`src/rbst_pkg.sv`:
```
// rbst_pkg: shared types, widths and constants for the ray/box slab test.
// Used by every module of ray_box_slab_test_unit. No dependencies.
package rbst_pkg;

	localparam int FRAC_BITS = 16;
	localparam int IN_W      = 32;
	localparam int AXES      = 3;
	localparam int LANES     = 2 * AXES;
	localparam int NUM_W     = IN_W + FRAC_BITS;
	localparam int DIV_W     = IN_W;
	localparam int T_BITS    = 48;
	localparam int MAG_W     = (NUM_W > T_BITS) ? NUM_W : T_BITS;
	localparam int TW        = MAG_W + 2;

	localparam logic signed [TW-1:0] T_INF     = {2'b01, {MAG_W{1'b0}}};
	localparam logic signed [TW-1:0] T_MAX_EXT = {{(TW-T_BITS+1){1'b0}}, {(T_BITS-1){1'b1}}};
	localparam logic signed [TW-1:0] T_MIN_EXT = {{(TW-T_BITS+1){1'b1}}, {(T_BITS-1){1'b0}}};

	typedef enum logic [1:0] {
		CLS_FINITE,
		CLS_INSIDE,
		CLS_BELOW,
		CLS_ABOVE
	} axis_cls_t;

	typedef struct packed {
		logic [DIV_W-1:0] rem;
		logic [NUM_W-1:0] num;
		logic             neg;
	} lane_t;

	typedef struct packed {
		lane_t     [LANES-1:0]          lane;
		logic      [AXES-1:0][IN_W-1:0] dmag;
		axis_cls_t [AXES-1:0]           cls;
	} div_bundle_t;

	function automatic logic signed [TW-1:0] smin(input logic signed [TW-1:0] a,
			input logic signed [TW-1:0] b);
		return (a < b) ? a : b;
	endfunction

	function automatic logic signed [TW-1:0] smax(input logic signed [TW-1:0] a,
			input logic signed [TW-1:0] b);
		return (a < b) ? b : a;
	endfunction

endpackage

```
`src/rbst_reduce.sv`:
```
// rbst_reduce: signs the quotients, builds tmin/tmax, decides hit and saturates.
// Three register stages, the last one drives the output channel. Depends on rbst_pkg.
module rbst_reduce import rbst_pkg::*; (
	input  logic                     clk,
	input  logic                     arst_n,
	input  logic                     en,
	input  logic                     in_vld,
	input  div_bundle_t              in_b,
	output logic                     out_vld,
	output logic                     hit,
	output logic signed [T_BITS-1:0] t_value
);

	logic signed [TW-1:0] q     [LANES];
	logic signed [TW-1:0] n_c   [AXES];
	logic signed [TW-1:0] f_c   [AXES];
	logic                 fm_c;
	logic signed [TW-1:0] n_s1  [AXES];
	logic signed [TW-1:0] f_s1  [AXES];
	logic                 fm_s1;
	logic                 vld_s1;
	logic signed [TW-1:0] tmin_s2;
	logic signed [TW-1:0] tmax_s2;
	logic                 fm_s2;
	logic                 vld_s2;
	logic                 miss;
	logic signed [TW-1:0] sel;
	logic signed [T_BITS-1:0] sat;
	logic                 hit_s3;
	logic signed [T_BITS-1:0] t_s3;
	logic                 vld_s3;

	always_comb begin
		fm_c = 1'b0;
		for (int l = 0; l < LANES; l++) begin
			q[l] = in_b.lane[l].neg ? -$signed({{(TW-NUM_W){1'b0}}, in_b.lane[l].num})
				: $signed({{(TW-NUM_W){1'b0}}, in_b.lane[l].num});
		end
		for (int a = 0; a < AXES; a++) begin
			case (in_b.cls[a])
				CLS_FINITE: begin
					n_c[a] = smin(q[2*a], q[2*a+1]);
					f_c[a] = smax(q[2*a], q[2*a+1]);
				end
				CLS_BELOW: begin
					n_c[a] = T_INF;
					f_c[a] = T_INF;
					fm_c   = 1'b1;
				end
				CLS_ABOVE: begin
					n_c[a] = -T_INF;
					f_c[a] = -T_INF;
					fm_c   = 1'b1;
				end
				default: begin
					n_c[a] = -T_INF;
					f_c[a] = T_INF;
				end
			endcase
		end
	end

	always_comb begin
		miss = fm_s2 || (tmax_s2 < 0) || (tmin_s2 > tmax_s2);
		sel  = miss ? tmax_s2 : tmin_s2;
		if (sel > T_MAX_EXT)
			sat = T_MAX_EXT[T_BITS-1:0];
		else if (sel < T_MIN_EXT)
			sat = T_MIN_EXT[T_BITS-1:0];
		else
			sat = sel[T_BITS-1:0];
	end

	always_ff @(posedge clk or negedge arst_n) begin
		if (!arst_n) begin
			vld_s1 <= 1'b0;
			vld_s2 <= 1'b0;
			vld_s3 <= 1'b0;
		end else if (en) begin
			vld_s1 <= in_vld;
			vld_s2 <= vld_s1;
			vld_s3 <= vld_s2;
		end
	end

	always_ff @(posedge clk) begin
		if (en) begin
			n_s1    <= n_c;
			f_s1    <= f_c;
			fm_s1   <= fm_c;
			tmin_s2 <= smax(smax(n_s1[0], n_s1[1]), n_s1[2]);
			tmax_s2 <= smin(smin(f_s1[0], f_s1[1]), f_s1[2]);
			fm_s2   <= fm_s1;
			hit_s3  <= !miss;
			t_s3    <= sat;
		end
	end

	assign out_vld = vld_s3;
	assign hit     = hit_s3;
	assign t_value = t_s3;

endmodule

```
`config.mk`:
```
export PLATFORM = sky130hd
export DESIGN_NAME = rbst_reduce
export DESIGN_NICKNAME = d
export VERILOG_FILES = /design/src/rbst_pkg.sv /design/src/rbst_reduce.sv
export SDC_FILE = /design/constraint.sdc
export NUM_CORES = 2
export LEC_CHECK = 0
export ABC_CLOCK_PERIOD_IN_PS = 9100
export CORE_MARGIN = 1.5
export CORE_UTILIZATION = 30
export DETAILED_ROUTE_END_ITERATION = 8
export DONT_BUFFER_PORTS = 1
export GPL_TIMING_DRIVEN = 1
export SYNTH_ARGS = -nofsm -noshare
export SYNTH_HDL_FRONTEND = slang
export SYNTH_SLANG_ARGS = --single-unit
```
`constraint.sdc`:
```
create_clock -name clk -period 9.1 [get_ports clk]
set_input_delay 1.82 -clock clk [delete_from_list [all_inputs] [get_ports clk]]
set_output_delay 1.82 -clock clk [all_outputs]
set_load 0.02 [all_outputs]
```
# Word level (Yosys, flattened, before mapping)
# Cells that the tools add are included.
# Widths: inputs -> output; s select.
dict set report totals {
  input_bits 592
  elab_cells 71
  register_bits 454
  out_inout_bits 50
}
dict set report classes {
  order_cmp 11
  mux 25
  eq_ne 6
  addsub 6
  n_reduce_logical 8
}
# op count
set op_table {}
lappend op_table {{$mux 50} 17}
lappend op_table {{$pmux 50 s2} 6}
lappend op_table {{$lt 50x50->1} 7}
lappend op_table {{$neg 48->50} 6}
lappend op_table {{$gt 50x48->1 const B} 1}
lappend op_table {{$gt 50x50->1} 1}
lappend op_table {{$lt 50x1->1 const B} 1}
lappend op_table {{$lt 50x48->1 const B} 1}
lappend op_table {{$mux 48} 1}
lappend op_table {{$eq 2x2->1 const B} 6}
lappend op_table {{$logic_not 2->1} 3}
lappend op_table {{$reduce_or 4->1} 1}
lappend op_table {{$logic_or 1x1->1} 2}
lappend op_table {{$reduce_or 2->1} 1}
lappend op_table {{$logic_not 1->1} 1}
lappend op_table {{$mux 1} 1}

# Depth between registers and ports, before layout
dict set report logic_depth {
  word_depth 6
  depth_mapped 25
  depth_no_buf 20
}

# Worst setup path after synthesis
# No wires, ideal clock.
dict set report synth_timing {
  kind {input-to-reg}
  from {in in_b[534] (netlist bit)}
  to {reg n_s1[48] (netlist bit), data pin}
  t_arrival_ns 6.942
  path_slack_ns 1.878
  cell_stages 20
  t_required_ns 8.820
  n_path_buf 3
  setup_time_ns 0.280
  path_cell_list {or4_4 > or4_4 > or2_4 > or3_1 > or2_1 > or4_1 > buf_2 > o31ai_4 > xor2_2 > ha_1 > a21o_1 > a21o_1 > a211oi_1 > o21ai_0 > o211ai_1 > nand2b_1 > a221oi_1 > clkbuf_1 > buf_1 > o2111ai_1}
}
# item line_no
set synth_rtl {}
lappend synth_rtl {{start: declaration} rbst_reduce.sv:8} ;# input div_bundle_t in_b,
lappend synth_rtl {{end signal: assignment} rbst_reduce.sv:88} ;# n_s1 <= n_c;
lappend synth_rtl {{end: declaration} rbst_reduce.sv:18} ;# logic signed [TW-1:0] n_s1 [AXES];

==> results.yml <==
synthesis:
  ys.flop_type: "edfxtp_1"
  yosysWarningCount: 0
  netlist_instances: 3780
  yosysSeqAreaShare_pct: 37.0
  synth_edf_count: 451
  ys_ff_latch: 454
  ys_types: 71
  async_flop_share_pct: 0.661
  synth_area_per_cell_sq_um: 9.73
  netlist_area_sq_um: 36800
  syn_nets: 4780
sta:
  worst_pin_slew_ns: 2.37
  relSlewSlack_pct: -57.7
  setup_tns_ns: 0
  clock.fmax_mhz: 129
  skew_ns: 0.0345
  period_share_pct: 85.2
  hold_viol: 0
  grt_setup_unrepaired: "no"
  finalCriticalPeriod_ns: 7.76
  drv_slew: 236
  holdWs_ns: 0.434
  setup_viol: 0
floorplan:
  row_count: 128
  dieArea_sq_um: 125000
  die_h_um: 353
  die_w_um: 353
  pin_count: 642
  core-area_sq_um: 122000
  start_util_pct: 30.2
placement:
  io_buffers: 0
  dp_hpwl_um: 100000
  gp_congestion: 0.924
route:
  wl_um: 124000
  drtIter0Drc: 2200
  drt_pass1_iterations: 5
  drc: 0
  wl_per_cell_um: 23.1
  viasPerCell: 5.38
  ant_nets: 0
  via_count: 28900
clock_tree:
  clk_path_buf_depth: 3
  cts_buffers: 51
  clkTransAtPathRegs_ns: 0.06
  root_buffer: "clkbuf_16"
  clkLatencyLatePin_ns: 0.61
  h-tree-depth: 2
  ctsResizeCount: 0
  cts_setup_buffers: 0
  numClockSinks: 454
  holdBufCountCts: 0
  cts_tree: "yes"
power_and_ir_drop:
  power_frac_comb_pct: 35.6
  ir_worst_vdd_mv: 0.164
  switchingPower_mw: 2.94
  total_power_mw: 7.99
  power_density_nw_per_um2: 198
  intPower_mw: 5.05
  swShare_pct: 36.8
  p_clk_share_pct: 25.8
  p_seq_share_pct: 38.6
  p_leak_nw: 15.5
critical_path:
  crit_path_end_kind: "flip-flop"
  arrival_ns: 8.00
  slowest_delay_ns: 0.85
  cp_slowest_cell: "a221oi_4"
  reg2reg_depth: 21
  crit_path_max_fanout: 22
  critical_path_class: "in -> reg"
  r2r_end: "tmin_s2[42]"
  r2r_start: "n_s1[111]"
  cp_cell_sequence: "or4_4 -> or4_4 -> or2_4 -> or3_1 -> or2_1 -> or4_1 -> o31ai_4 -> xor2_2 -> ha_1 -> a21o_1 -> a21o_1 -> a211oi_1 -> o21ai_0 -> o211ai_1 -> nand2b_1 -> a221oi_4 -> nor2_1 -> a211oi_1"
  rrSetupSlack_ns: 1.60
  start_kind: "input pin"
  worstPathRequired_ns: 9.34
global_route:
  grt.total_usage_pct: 19.0
  grt-ovfl-total: 0
  grt_pass1_wl_um: 177000
  grt_max_degree: 455
  grt_pass1_vias: 27100
  grt_antenna_before_repair: 2
min_path:
  hold_start: "fm_s1"
  hold_path.class: "reg -> reg"
  hold_depth: 0
  holdPathEnd: "fm_s2"
cells_and_area:
  final_nets: 4700
  area_growth_syn_to_layout_pct: 9.46
  fill_cells: 12500
  drive_above_1_share_pct: 9.97
status:
  outcome: "finished with violations"
  violations: "max-slew violations"
job:
  max-cap-violations: 0
==> cells in the mapped netlist (5+ instances only) <==
cell type	n	area share [%]
mux2i_1	63	1.7
edfxtp_1	451	37
or3_1	40	0.68
a21o_1	47	0.96
nand3b_1	7	0.14
a211o_1	5	0.12
a31oi_1	10	0.17
buf_1	27	0.28
nand2b_1	43	0.73
inv_1	337	3.4
o31ai_1	79	1.6
a211oi_1	234	4.8
a221oi_1	8	0.19
xnor2_1	120	2.9
ha_1	408	14
xor2_1	154	3.7
a21boi_0	11	0.22
nor4_1	24	0.41
o21a_1	14	0.29
nor2_1	292	3.0
o2111ai_1	5	0.12
and2_1	47	0.80
o21ai_0	204	2.8
o31a_1	10	0.24
nor2b_1	26	0.44
nand2_1	181	1.8
a2111oi_0	7	0.17
or4_1	39	0.80
nand3_1	52	0.71
o211ai_1	17	0.35
nand4_1	61	1.0
or2_2	21	0.36
o41ai_1	45	1.1
and3_1	6	0.10
mux2_2	205	6.3
nor3_1	40	0.54
and4_1	5	0.12
a21oi_1	228	3.1
o311ai_0	5	0.12
o21ai_1	6	0.082
clkbuf_1	141	1.4
==> power groups by stage <==
stage / sequential, mW / clock [mW] / combinational [mW]
after CTS: 3.09 / 2.10 / 2.86
after global routing: 3.11 / 2.19 / 3.15
after detailed placement: 3.13 / 0 / 2.83
final: 3.09 / 2.06 / 2.84
after global placement: 3.12 / 0 / 2.79
after floorplan: 2.97 / 0 / 2.01
==> worst max-delay path by stage <==
stage | depth (start not counted) | endpoint | start
after CTS | 18 | f_s1[10] | in_b[534]
after global placement | 18 | f_s1[10] | in_b[534]
after global routing | 18 | f_s1[109] | in_b[108]
after floorplan | 20 | n_s1[48] | in_b[534]
final | 18 | f_s1[17] | in_b[534]
after detailed placement | 18 | f_s1[10] | in_b[534]
==> layout by cell type, fill, tap and decap left out, drive strengths merged, types with 41 or more instances in the layout <==
master  netlist  routed
a211oi      234     234
a21o         47      47
a21oi       228     228
and2         47      47
clkbuf      141      61
edfxtp      451     451
ha          408     408
inv         337     340
mux2        205     205
mux2i        63      63
nand2       181     181
nand2b       43      43
nand3        52      52
nand4        61      61
nor2        292     292
o21ai       210     210
o31ai        81      81
o41ai        47      47
or4          41      41
xnor2       120     120
xor2        156     156
==> kinds of logic after synthesis <==
group / after synthesis / synth area share (%)
muxes: 268 / 7.99
AOI/OAI and AO/OA: 969 / 17.3
adders and majority gates: 408 / 13.9
buffers and inverters: 508 / 5.19
DFF: 454 / 37.0
xor gates and xnor gates: 276 / 6.61
and+or+nand+nor: 897 / 12.0
==> layout make-up <==
| class | count | area (sq um) | area share [%] |
|---|---|---|---|
| tap | 1625 | 2030 | 5.05 |
| inverter | 337 | 1260 | 3.14 |
| timing repair buffer | 38 | 323 | 0.802 |
| sequential | 454 | 13600 | 33.8 |
| multi-input combinational | 2818 | 21400 | 53.1 |
| antenna | 1 | 2.50 | 0.00621 |
| clock buffer | 61 | 1340 | 3.31 |
| clock inverter | 34 | 309 | 0.767 |
==> metal layers <==
| layer | share of wire [%] | track usage (%) | vias to the layer above | wire length, um |
|---|---|---|---|---|
| li1 | - | - | 13900 | - |
| met2 | 50 | 33.5 | 819 | 61600 |
| met4 | 4.7 | 8.15 | 0 | 5880 |
| met1 | 40 | 23.1 | 14000 | 49600 |
| met5 | 0 | 0 | - | 0 |
| met3 | 5.3 | 2.66 | 188 | 6610 |
==> per-stage QoR <==
stage          worst slack, ns  instances  utilization, %  cell area [sq um]
3_3_place_gp             0.989       5272            31.7              38600
5_1_grt                  0.896       5367            33.1              40300
4_1_cts                   1.52       5367            33.1              40300
6_report                  1.34       5368            33.1              40300
3_5_place_dp             0.937       5272            31.7              38600
2_1_floorplan             1.88       3780               -              36800
==> state kept, by name, summed over array words and instances (netlist names) <==
register / cells
vld_s1: 1
hit: 1
t_value: 48
fm_s2: 1
tmax_s2: 50
fm_s1: 1
out_vld: 1
f_s1: 150
vld_s2: 1
n_s1: 150
tmin_s2: 50
==> critical path: cells and delay by family <==
kind                       cells  cell delay (ns)
AOI/OAI and AO/OA              8             2.79
xor gates and xnor gates       1             0.32
adders and majority gates      1             0.31
and+or+nand+nor                8             2.74
Note: power is estimated with default switching activity, not from simulation.
