==> config.mk <==
export PLATFORM = sky130hd
export DESIGN_NAME = rbst_prep
export DESIGN_NICKNAME = d
export VERILOG_FILES = /design/src/rbst_pkg.sv /design/src/rbst_prep.sv
export SDC_FILE = /design/constraint.sdc
export NUM_CORES = 1
export LEC_CHECK = 0
export ABC_AREA = 1
export BUFFER_PORTS_ARGS = -buffer_cell sky130_fd_sc_hd__buf_4
export CAP_MARGIN = 15
export CORE_AREA = 2 2 376 378
export DETAILED_ROUTE_END_ITERATION = 8
export DIE_AREA = 0 0 378 380
export GPL_ROUTABILITY_DRIVEN = 0
export GPL_TIMING_DRIVEN = 1
export PLACE_DENSITY_LB_ADDON = 0.15
export SYNTH_ARGS = -nofsm -noshare
export SYNTH_HDL_FRONTEND = slang
export SYNTH_SLANG_ARGS = --single-unit
==> constraint.sdc <==
create_clock -name clk -period 1 [get_ports clk]
set_input_delay 0.2 -clock clk [delete_from_list [all_inputs] [get_ports clk]]
set_output_delay 0.2 -clock clk [all_outputs]
set_load 0.005 [all_outputs]
==> src/rbst_pkg.sv <==
// rbst_pkg: shared types, widths and constants for the ray/box slab test.
// Used by every module of ray_box_slab_test_unit. No dependencies.
package rbst_pkg;

	localparam int FRAC_BITS = 16;
	localparam int IN_W      = 32;
	localparam int AXES      = 3;
	localparam int LANES     = 2 * AXES;
	localparam int NUM_W     = IN_W + FRAC_BITS;
	localparam int DIV_W     = IN_W;
	localparam int T_BITS    = 48;
	localparam int MAG_W     = (NUM_W > T_BITS) ? NUM_W : T_BITS;
	localparam int TW        = MAG_W + 2;

	localparam logic signed [TW-1:0] T_INF     = {2'b01, {MAG_W{1'b0}}};
	localparam logic signed [TW-1:0] T_MAX_EXT = {{(TW-T_BITS+1){1'b0}}, {(T_BITS-1){1'b1}}};
	localparam logic signed [TW-1:0] T_MIN_EXT = {{(TW-T_BITS+1){1'b1}}, {(T_BITS-1){1'b0}}};

	typedef enum logic [1:0] {
		CLS_FINITE,
		CLS_INSIDE,
		CLS_BELOW,
		CLS_ABOVE
	} axis_cls_t;

	typedef struct packed {
		logic [DIV_W-1:0] rem;
		logic [NUM_W-1:0] num;
		logic             neg;
	} lane_t;

	typedef struct packed {
		lane_t     [LANES-1:0]          lane;
		logic      [AXES-1:0][IN_W-1:0] dmag;
		axis_cls_t [AXES-1:0]           cls;
	} div_bundle_t;

	function automatic logic signed [TW-1:0] smin(input logic signed [TW-1:0] a,
			input logic signed [TW-1:0] b);
		return (a < b) ? a : b;
	endfunction

	function automatic logic signed [TW-1:0] smax(input logic signed [TW-1:0] a,
			input logic signed [TW-1:0] b);
		return (a < b) ? b : a;
	endfunction

endpackage

==> src/rbst_prep.sv <==
// rbst_prep: first pipeline stage; slab differences, magnitudes, signs, axis class.
// Depends on rbst_pkg.
module rbst_prep import rbst_pkg::*; (
	input  logic                   clk,
	input  logic                   arst_n,
	input  logic                   en,
	input  logic                   in_vld,
	input  logic signed [IN_W-1:0] origin_x,
	input  logic signed [IN_W-1:0] origin_y,
	input  logic signed [IN_W-1:0] origin_z,
	input  logic signed [IN_W-1:0] dir_x,
	input  logic signed [IN_W-1:0] dir_y,
	input  logic signed [IN_W-1:0] dir_z,
	input  logic signed [IN_W-1:0] box_min_x,
	input  logic signed [IN_W-1:0] box_min_y,
	input  logic signed [IN_W-1:0] box_min_z,
	input  logic signed [IN_W-1:0] box_max_x,
	input  logic signed [IN_W-1:0] box_max_y,
	input  logic signed [IN_W-1:0] box_max_z,
	output logic                   out_vld,
	output div_bundle_t            out_b
);

	logic signed [IN_W-1:0] org [AXES];
	logic signed [IN_W-1:0] dir [AXES];
	logic signed [IN_W-1:0] bmn [AXES];
	logic signed [IN_W-1:0] bmx [AXES];
	logic signed [IN_W:0]   lo  [AXES];
	logic signed [IN_W:0]   hi  [AXES];
	logic signed [IN_W:0]   lo_n [AXES];
	logic signed [IN_W:0]   hi_n [AXES];
	logic signed [IN_W:0]   dir_n [AXES];
	div_bundle_t            nxt;
	div_bundle_t            b_s1;
	logic                   vld_s1;

	assign org = '{origin_x, origin_y, origin_z};
	assign dir = '{dir_x, dir_y, dir_z};
	assign bmn = '{box_min_x, box_min_y, box_min_z};
	assign bmx = '{box_max_x, box_max_y, box_max_z};

	always_comb begin
		nxt = '0;
		for (int a = 0; a < AXES; a++) begin
			lo[a]    = {bmn[a][IN_W-1], bmn[a]} - {org[a][IN_W-1], org[a]};
			hi[a]    = {bmx[a][IN_W-1], bmx[a]} - {org[a][IN_W-1], org[a]};
			lo_n[a]  = -lo[a];
			hi_n[a]  = -hi[a];
			dir_n[a] = -{dir[a][IN_W-1], dir[a]};
			nxt.dmag[a] = dir[a][IN_W-1] ? dir_n[a][IN_W-1:0] : dir[a];
			nxt.lane[2*a].rem   = '0;
			nxt.lane[2*a].neg   = lo[a][IN_W] ^ dir[a][IN_W-1];
			nxt.lane[2*a].num   = {(lo[a][IN_W] ? lo_n[a][IN_W-1:0] : lo[a][IN_W-1:0]),
				{FRAC_BITS{1'b0}}};
			nxt.lane[2*a+1].rem = '0;
			nxt.lane[2*a+1].neg = hi[a][IN_W] ^ dir[a][IN_W-1];
			nxt.lane[2*a+1].num = {(hi[a][IN_W] ? hi_n[a][IN_W-1:0] : hi[a][IN_W-1:0]),
				{FRAC_BITS{1'b0}}};
			if (dir[a] != '0)
				nxt.cls[a] = CLS_FINITE;
			else if (lo[a] > 0)
				nxt.cls[a] = CLS_BELOW;
			else if (hi[a] < 0)
				nxt.cls[a] = CLS_ABOVE;
			else
				nxt.cls[a] = CLS_INSIDE;
		end
	end

	always_ff @(posedge clk or negedge arst_n) begin
		if (!arst_n) begin
			vld_s1 <= 1'b0;
		end else if (en) begin
			vld_s1 <= in_vld;
		end
	end

	always_ff @(posedge clk) begin
		if (en) begin
			b_s1 <= nxt;
		end
	end

	assign out_vld = vld_s1;
	assign out_b   = b_s1;

endmodule

# Word-level counts from Yosys, hierarchy flattened
# Cells that the tools add are included.
totals:
  word_cells: 73
  out_inout_bits: 589
  memories: 0
  input_bits: 388
  romBits: 0
  ff_bits: 301
  latch_bits: 0
  ramBits: 0
classes:
  n_addsub: 15
  magnitude_cmp: 6
  reduce_logical: 6
  multipliers: 0
  bitwise: 6
  shift: 0
  n_div: 0
  n_eq_ne: 0
  mux: 15
op_table:
  columns: ["cell", "n"]
  rows:
  - ["32-bit negator", 9]
  - ["32-bit by 32-bit subtractor with 33-bit output", 6]
  - ["32-bit two-way mux", 6]
  - ["33-bit by 1-bit greater-than comparator with 1-bit output (second input constant)", 3]
  - ["33-bit by 1-bit < comparator with 1-bit output (second input constant)", 3]
  - ["32-bit nonzero test", 3]
  - ["31-bit two-way mux", 3]
  - ["2-bit two-way mux", 6]
  - ["2-bit OR reduction", 3]
  - ["1-bit bitwise XOR", 6]

# Longest topological paths before layout
logic_depth:
  ltp_word: 4
  depth_mapped: 23
  ltp_nobuf: 23

# Worst setup path before layout
# OpenSTA, ideal clock, no wires.
synth_timing:
  path_kind: "input port to flip-flop"
  from: "input port box_min_y[0]"
  to: "register b_s1 (netlist bit out_b[304]), data pin"
  cell_stages: 17
  setup_slack_ps: -1523
  arrival_ps: 2269
  setup_ps: 254
  required_time_ps: 746
  n_path_buf: 0
  path_cell_list: "inv_1 > ha_1 > inv_1 > fa_1 > nand3_1 > nand3_1 > nand2_1 > nand2_2 > xnor2_1 > nand2_1 > nor2_1 > nand3_2 > nor2_4 > nand3_2 > nand2_1 > xor2_1 > inv_1"
synth_lines:
  columns: ["item", "line", "text"]
  rows:
  - ["start, declared", "rbst_prep.sv:15", "input logic signed [IN_W-1:0] box_min_y,"]
  - ["end signal, assigned", "rbst_prep.sv:80", "b_s1 <= nxt;"]
  - ["end, declared", "rbst_prep.sv:34", "div_bundle_t b_s1;"]

==> metrics.md <==
| Metric | Value |
|---|---|
| Hold Path Class | `in2reg` |
| Met3 wire len | `9500 um` |
| Cell internal pwr | `46.3 mW` |
| Clk pwr share | `21.8%` |
| Core ar. | `0.139 mm^2` |
| Setup ws final | `-1300 ps` |
| Worst setup SP type | `input port` |
| Fin area | `0.0613 mm^2` |
| Routed via count | `40400` |
| Share of layout cells above drive strength 1 | `45.4%` |
| Flop pwr share | `24.3%` |
| Cell depth of the worst hold path | `2` |
| Clock Skew | `0 ps` |
| Max Fclk | `0.435 GHz` |
| Area Overhead vs Synth | `77.3%` |
| Vias in the first global route | `38600` |
| Final global-route overflow total | `0` |
| Antenna Violating Nets Remaining | `0` |
| Die H | `380 um` |
| Drt via density | `4.25` |
| Root buffer cell | `clkbuf_16` |
| Row cnt | `137` |
| Hold wc startpoint | `en` |
| Unrepaired setup endpoints after global routing | `true` |
| Max-cap violations | `0` |
| Worst EP arrival | `2700 ps` |
| Outcome | `finished, violations left` |
| Fin. Hold Viols | `0` |
| Cell count after synthesis | `5442` |
| Initial antenna violation count | `7` |
| DIE AREA | `0.144 mm^2` |
| CP max FO | `5` |
| Final min period | `2300 ps` |
| Clk_lat worst skew | `630 ps` |
| First-pass GRT wire length | `224000 um` |
| R2R setup slack | `250 ps` |
| Register-to-Register Path Depth | `1` |
| Post-synth top flop | `edfxtp_1` |
| Leak | `31.3 nW` |
| Post-Syn Area | `0.0346 mm^2` |
| TritonCTS Buffers | `43` |
| HPWL Detailed | `130000 um` |
| Die width | `378 um` |
| Crit Path Class | `in2reg` |
| Clock-pin slew on the worst setup and hold paths | `60 ps` |
| Max-slew headroom | `66.2%` |
| Setup crit end kind | `flop` |
| Hold EP | `out_b[546]` |
| Sequential cell area | `0.00903 mm^2` |
| H-tree lvl count | `2` |
| Fillers | `14300` |
| Switching Share | `38.4%` |
| WL met2 | `77500 um` |
| Max Root-Sink Buffers | `3` |
| Top Ports | `977` |
| Combinational Power Share | `53.9%` |
| Multi-input gate area | `0.0269 mm^2` |
| NetSw | `28.9 mW` |
| Worst path required time | `1400 ps` |
| Sink Count | `301` |
| Part of the cycle the worst path needs | `230%` |
| Register bit total from synthesis | `301` |
| TritonCTS clock tree | `built` |
| Maximum vdd drop | `1.22 mV` |
| Pin count of the biggest net entering global routing | `32` |
| Highest metal used | `met5` |
| Violated checks | `negative setup slack` |
| Drt first-iter violations | `1906` |
| Setup violators final | `556` |
| Power, Total | `75.2 mW` |
| Worst R2R End | `out_vld` |
| # DRC | `0` |
| Initial Util | `24.8%` |
| RR Startpoint | `out_vld` |
| Sequential-to-total area share from yosys stat | `26.1%` |
| Slew Viols, Final | `0` |
| Post-synth ARST share | `0.332%` |
| Tightest Pin Transition | `504 ps` |
| Power per Cell Area | `1230 mW/mm^2` |
| Drt wl/cell | `16.4 um` |
| Placed insts | `9156` |
| DP Worst Slack | `-2080 ps` |
| Buffers added on ports | `688` |
| DP Area | `0.0510 mm^2` |
| Gr usage total | `20.2%` |
| Fin nets | `8193` |
| Met1 WL | `63900 um` |
| Synth warn | `0` |
| Number of synthesized flops with an enable pin | `300` |
| DRT Pass-1 Iters | `5` |
| Mapped Avg Cell Area | `6.35 um^2` |
| Final Instance Count excl. Fillers | `9508` |
| Number of library cell types mapped by synthesis | `52` |
| Routed WL | `156000 um` |
-- worst max-delay path, stage by stage --
cell        delay (ps)
buf_6               80
clkinvlp_4         130
buf_4              170
fa_2               380
nand3_2            100
nand3_4            110
nand2_4            100
nand2_2             70
nand2_2             70
nand2_2             80
nor2_4             180
nand3_4            110
nor2_4             220
nand3_2            140
nor2_4             150
buf_4              130
nand3_2             90
nand2_1             70
nand2_1             40
nand2_1             50
inv_1               40
-- cell usage in the layout, fill, tap and decap left out, types with 45 or more instances in the layout --
master / n
nand3_2: 84
nand2_2: 366
buf_6: 82
dlygate4sd3_1: 86
o21ai_0: 46
a21oi_2: 53
xor2_1: 161
conb_1: 288
edfxtp_1: 300
inv_1: 886
buf_4: 1905
inv_2: 96
buf_12: 45
ha_4: 100
nand3_1: 228
nand4_1: 65
clkbuf_16: 47
nor2_1: 284
nand2_4: 102
nor2_2: 134
xnor2_1: 60
ha_1: 96
a21oi_1: 93
nor2_4: 134
nand2_1: 1415
-- metal layers --
layer  up-vias  global-route usage (%)
li1      20600                       -
met2      1047                    36.3
met5         -                       0
met3       201                    3.88
met4         6                    6.06
met1     18500                    24.2
-- timing repair --
item | in CTS | in global routing
hold buffers | 86 | 1
pin swaps | 188 | 387
cloned | 4 | 10
setup endpoints to repair | 554 | 565
gates resized for setup | 567 | 964
hold endpoints to repair | 86 | 1
buffers inserted | 61 | 112
-- through the flow --
| stage | setup TNS [ps] | utilization [%] | hold WS [ps] |
|---|---|---|---|
| detailed placement | -445570 | 36.7 | -22.4 |
| global route | -394180 | 44.0 | 3.80 |
| floorplan | -294250 | - | -95.6 |
| global placement | -443870 | 36.7 | -24.1 |
| CTS | -361900 | 40.5 | -22.4 |
| finish | -350030 | 44.0 | 36.0 |
-- flip-flops by register name (all words and copies together) (netlist names) --
register,count
out_vld,1
out_b,300
-- layout make-up --
| type | count | share of cell area, % |
|---|---|---|
| diodes | 4 | 0.0163 |
| clock buffers | 48 | 1.79 |
| clock inverters | 30 | 0.622 |
| inverters | 1035 | 6.77 |
| multi-input cells | 4075 | 43.9 |
| flip-flops and latches | 301 | 14.7 |
| well taps | 1876 | 3.83 |
| repair buffers | 2133 | 28.2 |
| repair inverters | 6 | 0.139 |
-- worst max-delay path by stage --
stage                            start    endpoint  slack, ps  cells past startpoint
after floorplan           box_max_y[0]  out_b[390]      -1440                     19
after global placement     origin_x[1]  out_b[230]      -2080                     18
after detailed placement   origin_x[1]  out_b[230]      -2080                     18
after CTS                 box_max_y[0]  out_b[375]      -1180                     19
after global routing       origin_x[1]  out_b[225]      -1420                     18
final                      origin_x[1]  out_b[143]      -1300                     21
-- power groups by stage --
| stage | logic [mW] | clock network (mW) | registers [mW] |
|---|---|---|---|
| after floorplan | 15.5 | 0 | 18.3 |
| after detailed placement | 32.7 | 0 | 18.5 |
| after global routing | 44.1 | 17.4 | 18.5 |
| final | 40.5 | 16.4 | 18.3 |
| after global placement | 32.6 | 0 | 18.6 |
| after CTS | 35.7 | 17.0 | 18.3 |
-- logic make-up after synthesis --
group                    synth area share (%)
multiplexers                           0.0326
AO/OA/AOI/OAI                            4.61
flip-flops                               26.1
adder cells (fa/ha/maj)                  7.73
AND/OR/NAND/NOR                          36.5
buffers and inverters                    18.0
XOR/XNOR                                 6.95
other                                  0.0108
-- synth_stat cells, drive strengths merged (2+ instances only) --
library cell  count  area share (%)
and3              3           0.054
nand3b           42            0.92
nor2            552             6.4
nor4              9            0.16
a31oi             5           0.090
nor3             75             1.2
and2             13            0.24
xor2            184             4.7
fa                6            0.35
buf             312             6.7
o21ai            82             1.2
nand2          1892              21
or2               6            0.11
nand3           354             5.4
o21a              3           0.065
edfxtp          300              26
nor3b             3           0.065
o31ai             4           0.087
nand4            65             1.2
xnor2            86             2.2
clkbuf            7           0.076
inv            1034              11
a21boi            2           0.043
a21oi           173             2.7
ha              204             7.4
o21bai           19            0.41
(Power assumes the default switching activity.)
