==> src/rbst_pkg.sv <==
// rbst_pkg: shared types, widths and constants for the ray/box slab test.
// Used by every module of ray_box_slab_test_unit. No dependencies.
package rbst_pkg;

	localparam int FRAC_BITS = 16;
	localparam int IN_W      = 32;
	localparam int AXES      = 3;
	localparam int LANES     = 2 * AXES;
	localparam int NUM_W     = IN_W + FRAC_BITS;
	localparam int DIV_W     = IN_W;
	localparam int T_BITS    = 48;
	localparam int MAG_W     = (NUM_W > T_BITS) ? NUM_W : T_BITS;
	localparam int TW        = MAG_W + 2;

	localparam logic signed [TW-1:0] T_INF     = {2'b01, {MAG_W{1'b0}}};
	localparam logic signed [TW-1:0] T_MAX_EXT = {{(TW-T_BITS+1){1'b0}}, {(T_BITS-1){1'b1}}};
	localparam logic signed [TW-1:0] T_MIN_EXT = {{(TW-T_BITS+1){1'b1}}, {(T_BITS-1){1'b0}}};

	typedef enum logic [1:0] {
		CLS_FINITE,
		CLS_INSIDE,
		CLS_BELOW,
		CLS_ABOVE
	} axis_cls_t;

	typedef struct packed {
		logic [DIV_W-1:0] rem;
		logic [NUM_W-1:0] num;
		logic             neg;
	} lane_t;

	typedef struct packed {
		lane_t     [LANES-1:0]          lane;
		logic      [AXES-1:0][IN_W-1:0] dmag;
		axis_cls_t [AXES-1:0]           cls;
	} div_bundle_t;

	function automatic logic signed [TW-1:0] smin(input logic signed [TW-1:0] a,
			input logic signed [TW-1:0] b);
		return (a < b) ? a : b;
	endfunction

	function automatic logic signed [TW-1:0] smax(input logic signed [TW-1:0] a,
			input logic signed [TW-1:0] b);
		return (a < b) ? b : a;
	endfunction

endpackage

==> src/rbst_div_step.sv <==
// rbst_div_step: one restoring-division step for all six slab lanes, registered.
// Depends on rbst_pkg.
module rbst_div_step import rbst_pkg::*; (
	input  logic        clk,
	input  logic        arst_n,
	input  logic        en,
	input  logic        in_vld,
	input  div_bundle_t in_b,
	output logic        out_vld,
	output div_bundle_t out_b
);

	logic [DIV_W:0] rem2 [LANES];
	logic [DIV_W:0] sub  [LANES];
	logic           ge   [LANES];
	div_bundle_t    nxt;
	div_bundle_t    b_s;
	logic           vld_s;

	always_comb begin
		nxt = in_b;
		for (int l = 0; l < LANES; l++) begin
			rem2[l] = {in_b.lane[l].rem, in_b.lane[l].num[NUM_W-1]};
			sub[l]  = rem2[l] - {1'b0, in_b.dmag[l>>1]};
			ge[l]   = rem2[l] >= {1'b0, in_b.dmag[l>>1]};
			nxt.lane[l].rem = ge[l] ? sub[l][DIV_W-1:0] : rem2[l][DIV_W-1:0];
			nxt.lane[l].num = {in_b.lane[l].num[NUM_W-2:0], ge[l]};
		end
	end

	always_ff @(posedge clk or negedge arst_n) begin
		if (!arst_n) begin
			vld_s <= 1'b0;
		end else if (en) begin
			vld_s <= in_vld;
		end
	end

	always_ff @(posedge clk) begin
		if (en) begin
			b_s <= nxt;
		end
	end

	assign out_vld = vld_s;
	assign out_b   = b_s;

endmodule

==> config.mk <==
export PLATFORM = sky130hd
export DESIGN_NAME = rbst_div_step
export DESIGN_NICKNAME = d
export VERILOG_FILES = /design/src/rbst_pkg.sv /design/src/rbst_div_step.sv
export SDC_FILE = /design/constraint.sdc
export NUM_CORES = 1
export LEC_CHECK = 0
export BUFFER_PORTS_ARGS = -buffer_cell sky130_fd_sc_hd__buf_2
export CAP_MARGIN = 25
export CORE_AREA = 10 10 453 455
export CTS_BUF_LIST = sky130_fd_sc_hd__clkbuf_4
export CTS_CLUSTER_SIZE = 16
export DETAILED_ROUTE_END_ITERATION = 6
export DIE_AREA = 0 0 463 465
export SLEW_MARGIN = 5
export SYNTH_ARGS = -nofsm -noshare
export SYNTH_HDL_FRONTEND = slang
export SYNTH_SLANG_ARGS = --single-unit
==> constraint.sdc <==
create_clock -name clk -period 1.1 [get_ports clk]
set_input_delay 0.11 -clock clk [delete_from_list [all_inputs] [get_ports clk]]
set_output_delay 0.11 -clock clk [all_outputs]
set_load 0.1 [all_outputs]
# --- Word level (Yosys, flattened, before mapping) ---
# Index checks and enable logic that the tools add are counted.
word_totals:
  regBits: 589
  latchBits: 0
  mem_bits_rw: 0
  romBits: 0
  in_bits: 592
  out_inout_bits: 589
  wordCells: 43
  n_memories: 0
op_classes:
  n_addsub: 6
  n_mul: 0
  n_div: 0
  order_cmp: 6
  n_eq_ne: 0
  n_shift: 0
  mux: 6
  bitwise: 0
  n_reduce_logical: 0
op_table:
  columns: ["operator", "count"]
  rows:
  - ["$ge A33 B32 Y1", 6]
  - ["$mux W32", 6]
  - ["$sub A32 B32 Y32", 6]

# --- Logic depth before layout (Yosys ltp) ---
# Gate-level depths: netlist (run 1).
logic_depth:
  word_depth: 2
  ltp_mapped: 14
  depth_no_buf: 12

# --- Worst setup path after synthesis (run 1) ---
# OpenSTA, ideal clock, no wires.
synth_timing:
  path_type: "input-to-reg"
  startpoint: "input port in_b[20] in the netlist's numbering"
  endpoint: "register b_s (netlist bit out_b[174]) (data pin)"
  setup_time_ps: 262
  arrival_time_ps: 2462
  required_time_ps: 838
  setup_slack_ps: -1624
  stages: 13
  n_path_buf: 2
  path_cell_list: "inv_1 > ha_1 > buf_6 > a21o_1 > a21o_1 > a21o_1 > a311o_1 > a21o_1 > a21oi_4 > nor2_2 > nor2_4 > buf_6 > mux2_1"
synth_rtl:
  columns: ["item", "line_no", "source"]
  rows:
  - ["from (decl)", "rbst_div_step.sv:8", "input div_bundle_t in_b,"]
  - ["to (signal assigned)", "rbst_div_step.sv:41", "b_s <= nxt;"]
  - ["to (decl)", "rbst_div_step.sv:17", "div_bundle_t b_s;"]

==> summary.txt, run 1 <==
outcome = finished with violations
failing checks = hold timing, setup timing
CP arrival = 3400 ps
H-tree depth = 4
non-filler instance count after layout = 8916
Warnings, synthesis = 0
routed vias/inst = 4.172
GRT overflow = 0
CTS tree = yes
io pins = 1181
Crit. End Element = flip-flop
full die area = 0.2153 sq mm
Endpoint, Worst Hold = out_b[38]$_DFFE_PP_
fill cell count = 17.80k
IO Port Bufs = 1180
num rows = 163
routed wire length = 217400 um
ys flop type = edfxtp_1
layout cells sized above 1 = 50.74%
critical path fanouts, max = 2
via count = 37.20k
Fin Hold WS = -911.6 ps
drt pass-1 iters = 5
Cells after Synth = 2447
measured slew at the worst slew-check pin = 648.9 ps
RR Endpoint = out_vld$_DFFE_PN0P_
DR iter-0 viols = 2476
height of the die = 465 um
Max Cap Viol = 0
drt wl/cell = 24.38 um
Placer Congestion = 0.9409
FMAX = 410.6 MHz
final layout net count = 6867
area grow syn2layout = 155.8%
Clock Pin Slew Worst Setup and Hold Paths = 80 ps
Worst Setup Path Type = primary input to flip-flop
Synth Area per Inst = 12.39 sq um
ys async rst share = 0.1698%
number of global-route vias before repair = 39.76k
Synth cell types = 84
Tot Pwr = 107.1 mW
Rel. slew slack = 56.74%
Core Area = 0.1962 sq mm
startpoint class of the critical path = primary input
initial antenna violation count = 74
global-route wire length before repair = 292900 um
Pwr Density = 1381 mW/mm^2
clock latency on the worst-skew pair = 1240 ps
hpwl dp = 156800 um
Worst Setup SP = in_b[76]
setup_tns = -830870 ps
Yosys reg bits = 589
RSZ-0062 raised after global routing = yes
Hold Path Class = primary input to flip-flop
Slew Viols, Final = 0
reg-to-reg critical path startpoint = out_vld$_DFFE_PN0P_
register area share after synthesis = 58.31%
Post-synth EDFFs = 588
Max VDD drop = 1.312 mV
Hold Path Depth = 1
final hold violations = 45
Post-Synthesis Cell Area = 0.03033 sq mm
Final period util = 221.4%
deepest clock path buffer count = 3
clock root cell = clkbuf_4
largest net degree at the start of global routing = 42
Die X = 463 um
Tot GR Track Use = 18.67%
placed insts = 7036
Worst Reg-to-Reg Cells = 1
R2R setup slack = 320 ps
data required time of the worst path = 2060 ps
Num CTS Buffers = 178
Initial Util = 15.46%
Final Setup Violations = 1355
CTS Sinks = 589
syn nets = 3237
Final min period = 2436 ps
DRC viols = 0
Fin Clk Skew = 0 ps
Lkg Pwr = 32.58 nW
ANT nets after route = 0
hold wc startpoint = in_b[38]
final worst slack = -1336 ps
## worst max-delay path, cell delays in order
cell and delay (ps):
buf_12 70, dlygate4sd3_1 760, inv_12 60, ha_4 220, a2111o_1 420, o22ai_2 260, buf_6 150, o211ai_1 150
a221o_1 370, nor2b_4 140, o41ai_2 340, xor2_1 220, o21ai_1 120
## layer usage
metal	share of wire, %	vias to the layer above	global-route usage (%)
met4	7.9	38	11.90
met1	33	18125	18.00
met3	7.3	577	6.042
met2	51	1767	34.20
li1	-	16692	-
met5	0.10	-	0
## report_power, final
part | switching (mW) | total, mW | internal (mW)
Combinational | 30.4 | 52.9 | 22.5
Clock | 12.4 | 23.9 | 11.6
Sequential | 2.47 | 30.3 | 27.8
Total | 45.2 | 107 | 61.9
## state kept, by name, indices dropped and copies added (netlist names)
name     cells
out_b      588
out_vld      1
## what timing repair did
action | 4_1_cts | 5_1_grt
hold buffers | 1326 | 299
gates cloned | 10 | 6
resized for setup | 347 | 560
setup endpoints to repair | 786 | 1256
pin swaps | 125 | 202
endpoints found under the hold margin | 1178 | 279
setup buffers | 48 | 99
## placed cells by master, fill, tap and decap left out, types with 20 or more instances in the layout
cell,n
a21o_1,83
a21oi_1,124
a21oi_2,103
a21oi_4,20
buf_12,643
buf_2,552
buf_4,830
buf_6,83
buf_8,22
clkbuf_4,231
clkinv_1,47
clkinv_2,24
diode_2,56
dlygate4sd3_1,1367
edfxtp_1,588
ha_1,37
ha_4,141
inv_1,57
inv_2,44
inv_4,20
mux2_4,85
nand2_1,117
nand2_2,21
nand2b_1,21
nand3_1,35
nand4_1,37
nor2_1,110
nor2_2,40
nor2_4,27
o21a_1,25
o21ai_0,59
o21ai_1,29
o21ai_2,36
o21bai_1,20
xnor2_1,82
xor2_1,67
## cell families (layout without fill, tap and decap cells)
logic type	count (synthesis)	count (layout)	share of synthesized area [%]
XOR/XNOR	159	159	4.592
AO/OA/AOI/OAI	652	652	13.79
multiplexers	96	96	3.536
buffers and inverters	205	3978	2.896
flip-flops	589	589	58.31
adder cells (fa/ha/maj)	198	198	8.318
other	0	56	0
AND/OR/NAND/NOR	548	548	8.561
## layout make-up
cell class,count,area [sq um],area share (%)
Tap cell,2640,3303,4.258
Clock inverter,92,648.1,0.8354
Multi-Input combinational cell,1653,16130,20.79
Antenna cell,56,140.1,0.1806
Sequential cell,589,17680,22.79
Inverter,142,758.2,0.9774
Timing Repair Buffer,3513,37190,47.93
Clock buffer,231,1734,2.235
## metrics by stage
step	setup WS (ps)	area [sq um]	util, %	hold WS [ps]
after global routing	-1255	77550	39.53	-1092
after floorplan	-1465	31780	-	-185.6
after global placement	-2262	55970	28.53	-98.32
after CTS	-1257	73690	37.56	-699.2
after detailed placement	-2204	55970	28.53	-97.45
final	-1336	77580	39.54	-911.6
## how the worst max path moves through the flow
stage                                      end  slack (ps)  cells after the start
after detailed placement  out_b[341]$_DFFE_PP_       -2200                     13
after global routing                out_b[173]       -1260                      1
after CTS                           out_b[382]       -1260                      1
final                     out_b[587]$_DFFE_PP_       -1340                     13
after floorplan           out_b[174]$_DFFE_PP_       -1460                     12
after global placement    out_b[341]$_DFFE_PP_       -2260                     13
## synth_stat cells (17+ instances only)
cell type,number,area [sq um]
a21o_1,84,630.6
a21oi_1,241,1206
and3_1,17,106.4
buf_2,24,120.1
clkbuf_1,25,93.84
edfxtp_1,588,17660
ha_1,192,2402
inv_1,141,529.3
mux2_1,28,315.3
mux2_2,61,686.9
nand2_1,144,540.5
nand2b_1,23,143.9
nand3_1,45,225.2
nand4_1,37,231.5
nor2_1,175,656.9
nor2b_1,26,162.7
nor3_1,27,135.1
o21a_1,25,187.7
o21ai_0,127,635.6
o21bai_1,22,165.2
xnor2_1,88,770.7
xor2_1,71,621.9
No activity file was read; power rests on OpenSTA's default activity.
==> run 2, diff against run 1 <==
Settings changed: SETUP_SLACK_MARGIN from default to 0.1.
==> summary.txt, run 2 (synthesis gave the netlist of run 1 again) <==
via count = 37.27k
area grow syn2layout = 156.7%
Clock Pin Slew Worst Setup and Hold Paths = 80 ps
Pint = 61.98 mW
Rel. slew slack = 58.56%
global-route wire length before repair = 294100 um
Core Area = 0.1962 sq mm
full die area = 0.2153 sq mm
most frequent cells in the layout = 1336 x dlygate4sd3_1, 862 x buf_4, 644 x buf_12, 588 x edfxtp_1, 538 x buf_2
num rows = 163
initial antenna violation count = 68
Sequential Power Share = 28.2%
Worst Setup SP = in_b[28]
routed wire length = 217700 um
layout cells sized above 1 = 51.58%
Placer Congestion = 0.9409
commonest non-fill, non-tap cell in the layout = dlygate4sd3_1
failing checks = hold timing, setup timing
Largest register FFs = 588
Lkg Pwr = 32.67 nW
deepest clock path buffer count = 3
routed vias/inst = 4.184
height of the die = 465 um
Initial Util = 15.46%
final hold violations = 53
Die X = 463 um
Finished Cell Area = 0.07785 sq mm
CTS tree = yes
drt wl/cell = 24.44 um
DRC viols = 0
Crit. End Element = flip-flop
ANT nets after route = 0
H-tree depth = 4
Slew Viols, Final = 0
Final min period = 2443 ps
Final Setup Violations = 1356
FMAX = 409.4 MHz
largest net degree at the start of global routing = 42
Cell Area, Placed = 0.05597 sq mm
fill cell count = 17.80k
IO Port Bufs = 1180
CP arrival = 3370 ps
Max VDD drop = 1.313 mV
Sw Share = 42.22%
data required time of the worst path = 2030 ps
hold wc startpoint = in_b[38]
Worst Setup Path Type = primary input to flip-flop
reg-to-reg critical path startpoint = out_vld$_DFFE_PN0P_
Gate power share = 49.5%
clock latency on the worst-skew pair = 1200 ps
final layout net count = 6868
startpoint class of the critical path = primary input
io pins = 1181
GRT overflow = 0
drt pass-1 iters = 6
final worst slack = -1343 ps
clock root cell = clkbuf_4
Final Util = 39.68%
Pwr Density = 1378 mW/mm^2
P_sw = 45.29 mW
DR iter-0 viols = 2410
Max Cap Viol = 0
measured slew at the worst slew-check pin = 621.6 ps
clock network power share = 22.3%
hpwl dp = 156800 um
number of global-route vias before repair = 39.94k
RSZ-0062 raised after global routing = yes
CTS Sinks = 589
Fin Hold WS = -887.6 ps
Fin Clk Skew = 0 ps
Final period util = 222.1%
Num CTS Buffers = 178
Tot Pwr = 107.3 mW
Tot GR Track Use = 18.75%
Hold Path Class = primary input to flip-flop
outcome = finished with violations
critical path fanouts, max = 6
[run 2: worst paths after layout]
check / to / slack [ps] / cells past startpoint
max: out_b[256]$_DFFE_PP_ / -1340 / 15
min: out_b[38]$_DFFE_PP_ / -890 / 1
max reg2reg: out_vld$_DFFE_PN0P_ / 310 / 1
min reg2reg: out_vld$_DFFE_PN0P_ / 580 / 1
max in group asynchronous: out_vld$_DFFE_PN0P_ / 670 / 4
min in group asynchronous: out_vld$_DFFE_PN0P_ / 320 / 4
[run 2: cell type report]
class	count	area, sq um	area share (%)
diodes	46	115.1	0.1479
clock buffers	231	1734	2.228
clock inverters	92	648.1	0.8326
inverters	142	755.7	0.9708
multi-input cells	1653	16340	20.99
flip-flops and latches	589	17680	22.71
well taps	2640	3303	4.243
repair buffers	3514	37270	47.87
[run 2: metal layers]
metal | vias up | track usage (%) | share of wire [%]
li1 | 16697 | - | -
met5 | - | 0 | 0.091
met3 | 581 | 6.089 | 7.5
met4 | 34 | 12.22 | 8.1
met2 | 1843 | 34.26 | 51
met1 | 18112 | 18.03 | 33
[run 2: repair_timing]
item	CTS	global route
setup buffers	66	110
hold endpoints to repair	1178	281
pin swaps	152	213
gates resized for setup	385	579
cloned	15	3
hold buffers	1319	284
endpoints found under the setup margin	787	1355
[run 2: through the flow]
step	hold slack [ps]	setup slack, ps	instances	TNS [ps]
2_1_floorplan	-185.6	-1465	2447	-242360
3_3_place_gp	-98.32	-2262	7036	-376390
3_5_place_dp	-97.45	-2204	7036	-384110
4_1_cts	-700.8	-1257	8753	-836640
5_1_grt	-1078	-1229	8895	-855500
6_report	-887.6	-1343	8907	-844160
[run 2: power by group through the flow]
stage	combinational, mW	sequential (mW)	clock, mW
3_3_place_gp	44.1	30.7	0
4_1_cts	49.9	30.3	24.4
2_1_floorplan	7.88	46.0	0
6_report	53.1	30.3	23.9
3_5_place_dp	44.2	30.7	0
5_1_grt	54.8	30.5	26.0
[run 2: worst max-delay path: stages]
cell and delay, ps:
buf_6 80, dlygate4sd3_1 750, clkinvlp_4 210, buf_12 160
ha_4 290, nand2_1 80, nor2_2 130, nand3_2 130
nor3_4 240, a41oi_2 150, o311a_4 170, nor2_4 220
clkbuf_16 190, buf_12 110, mux2_2 330
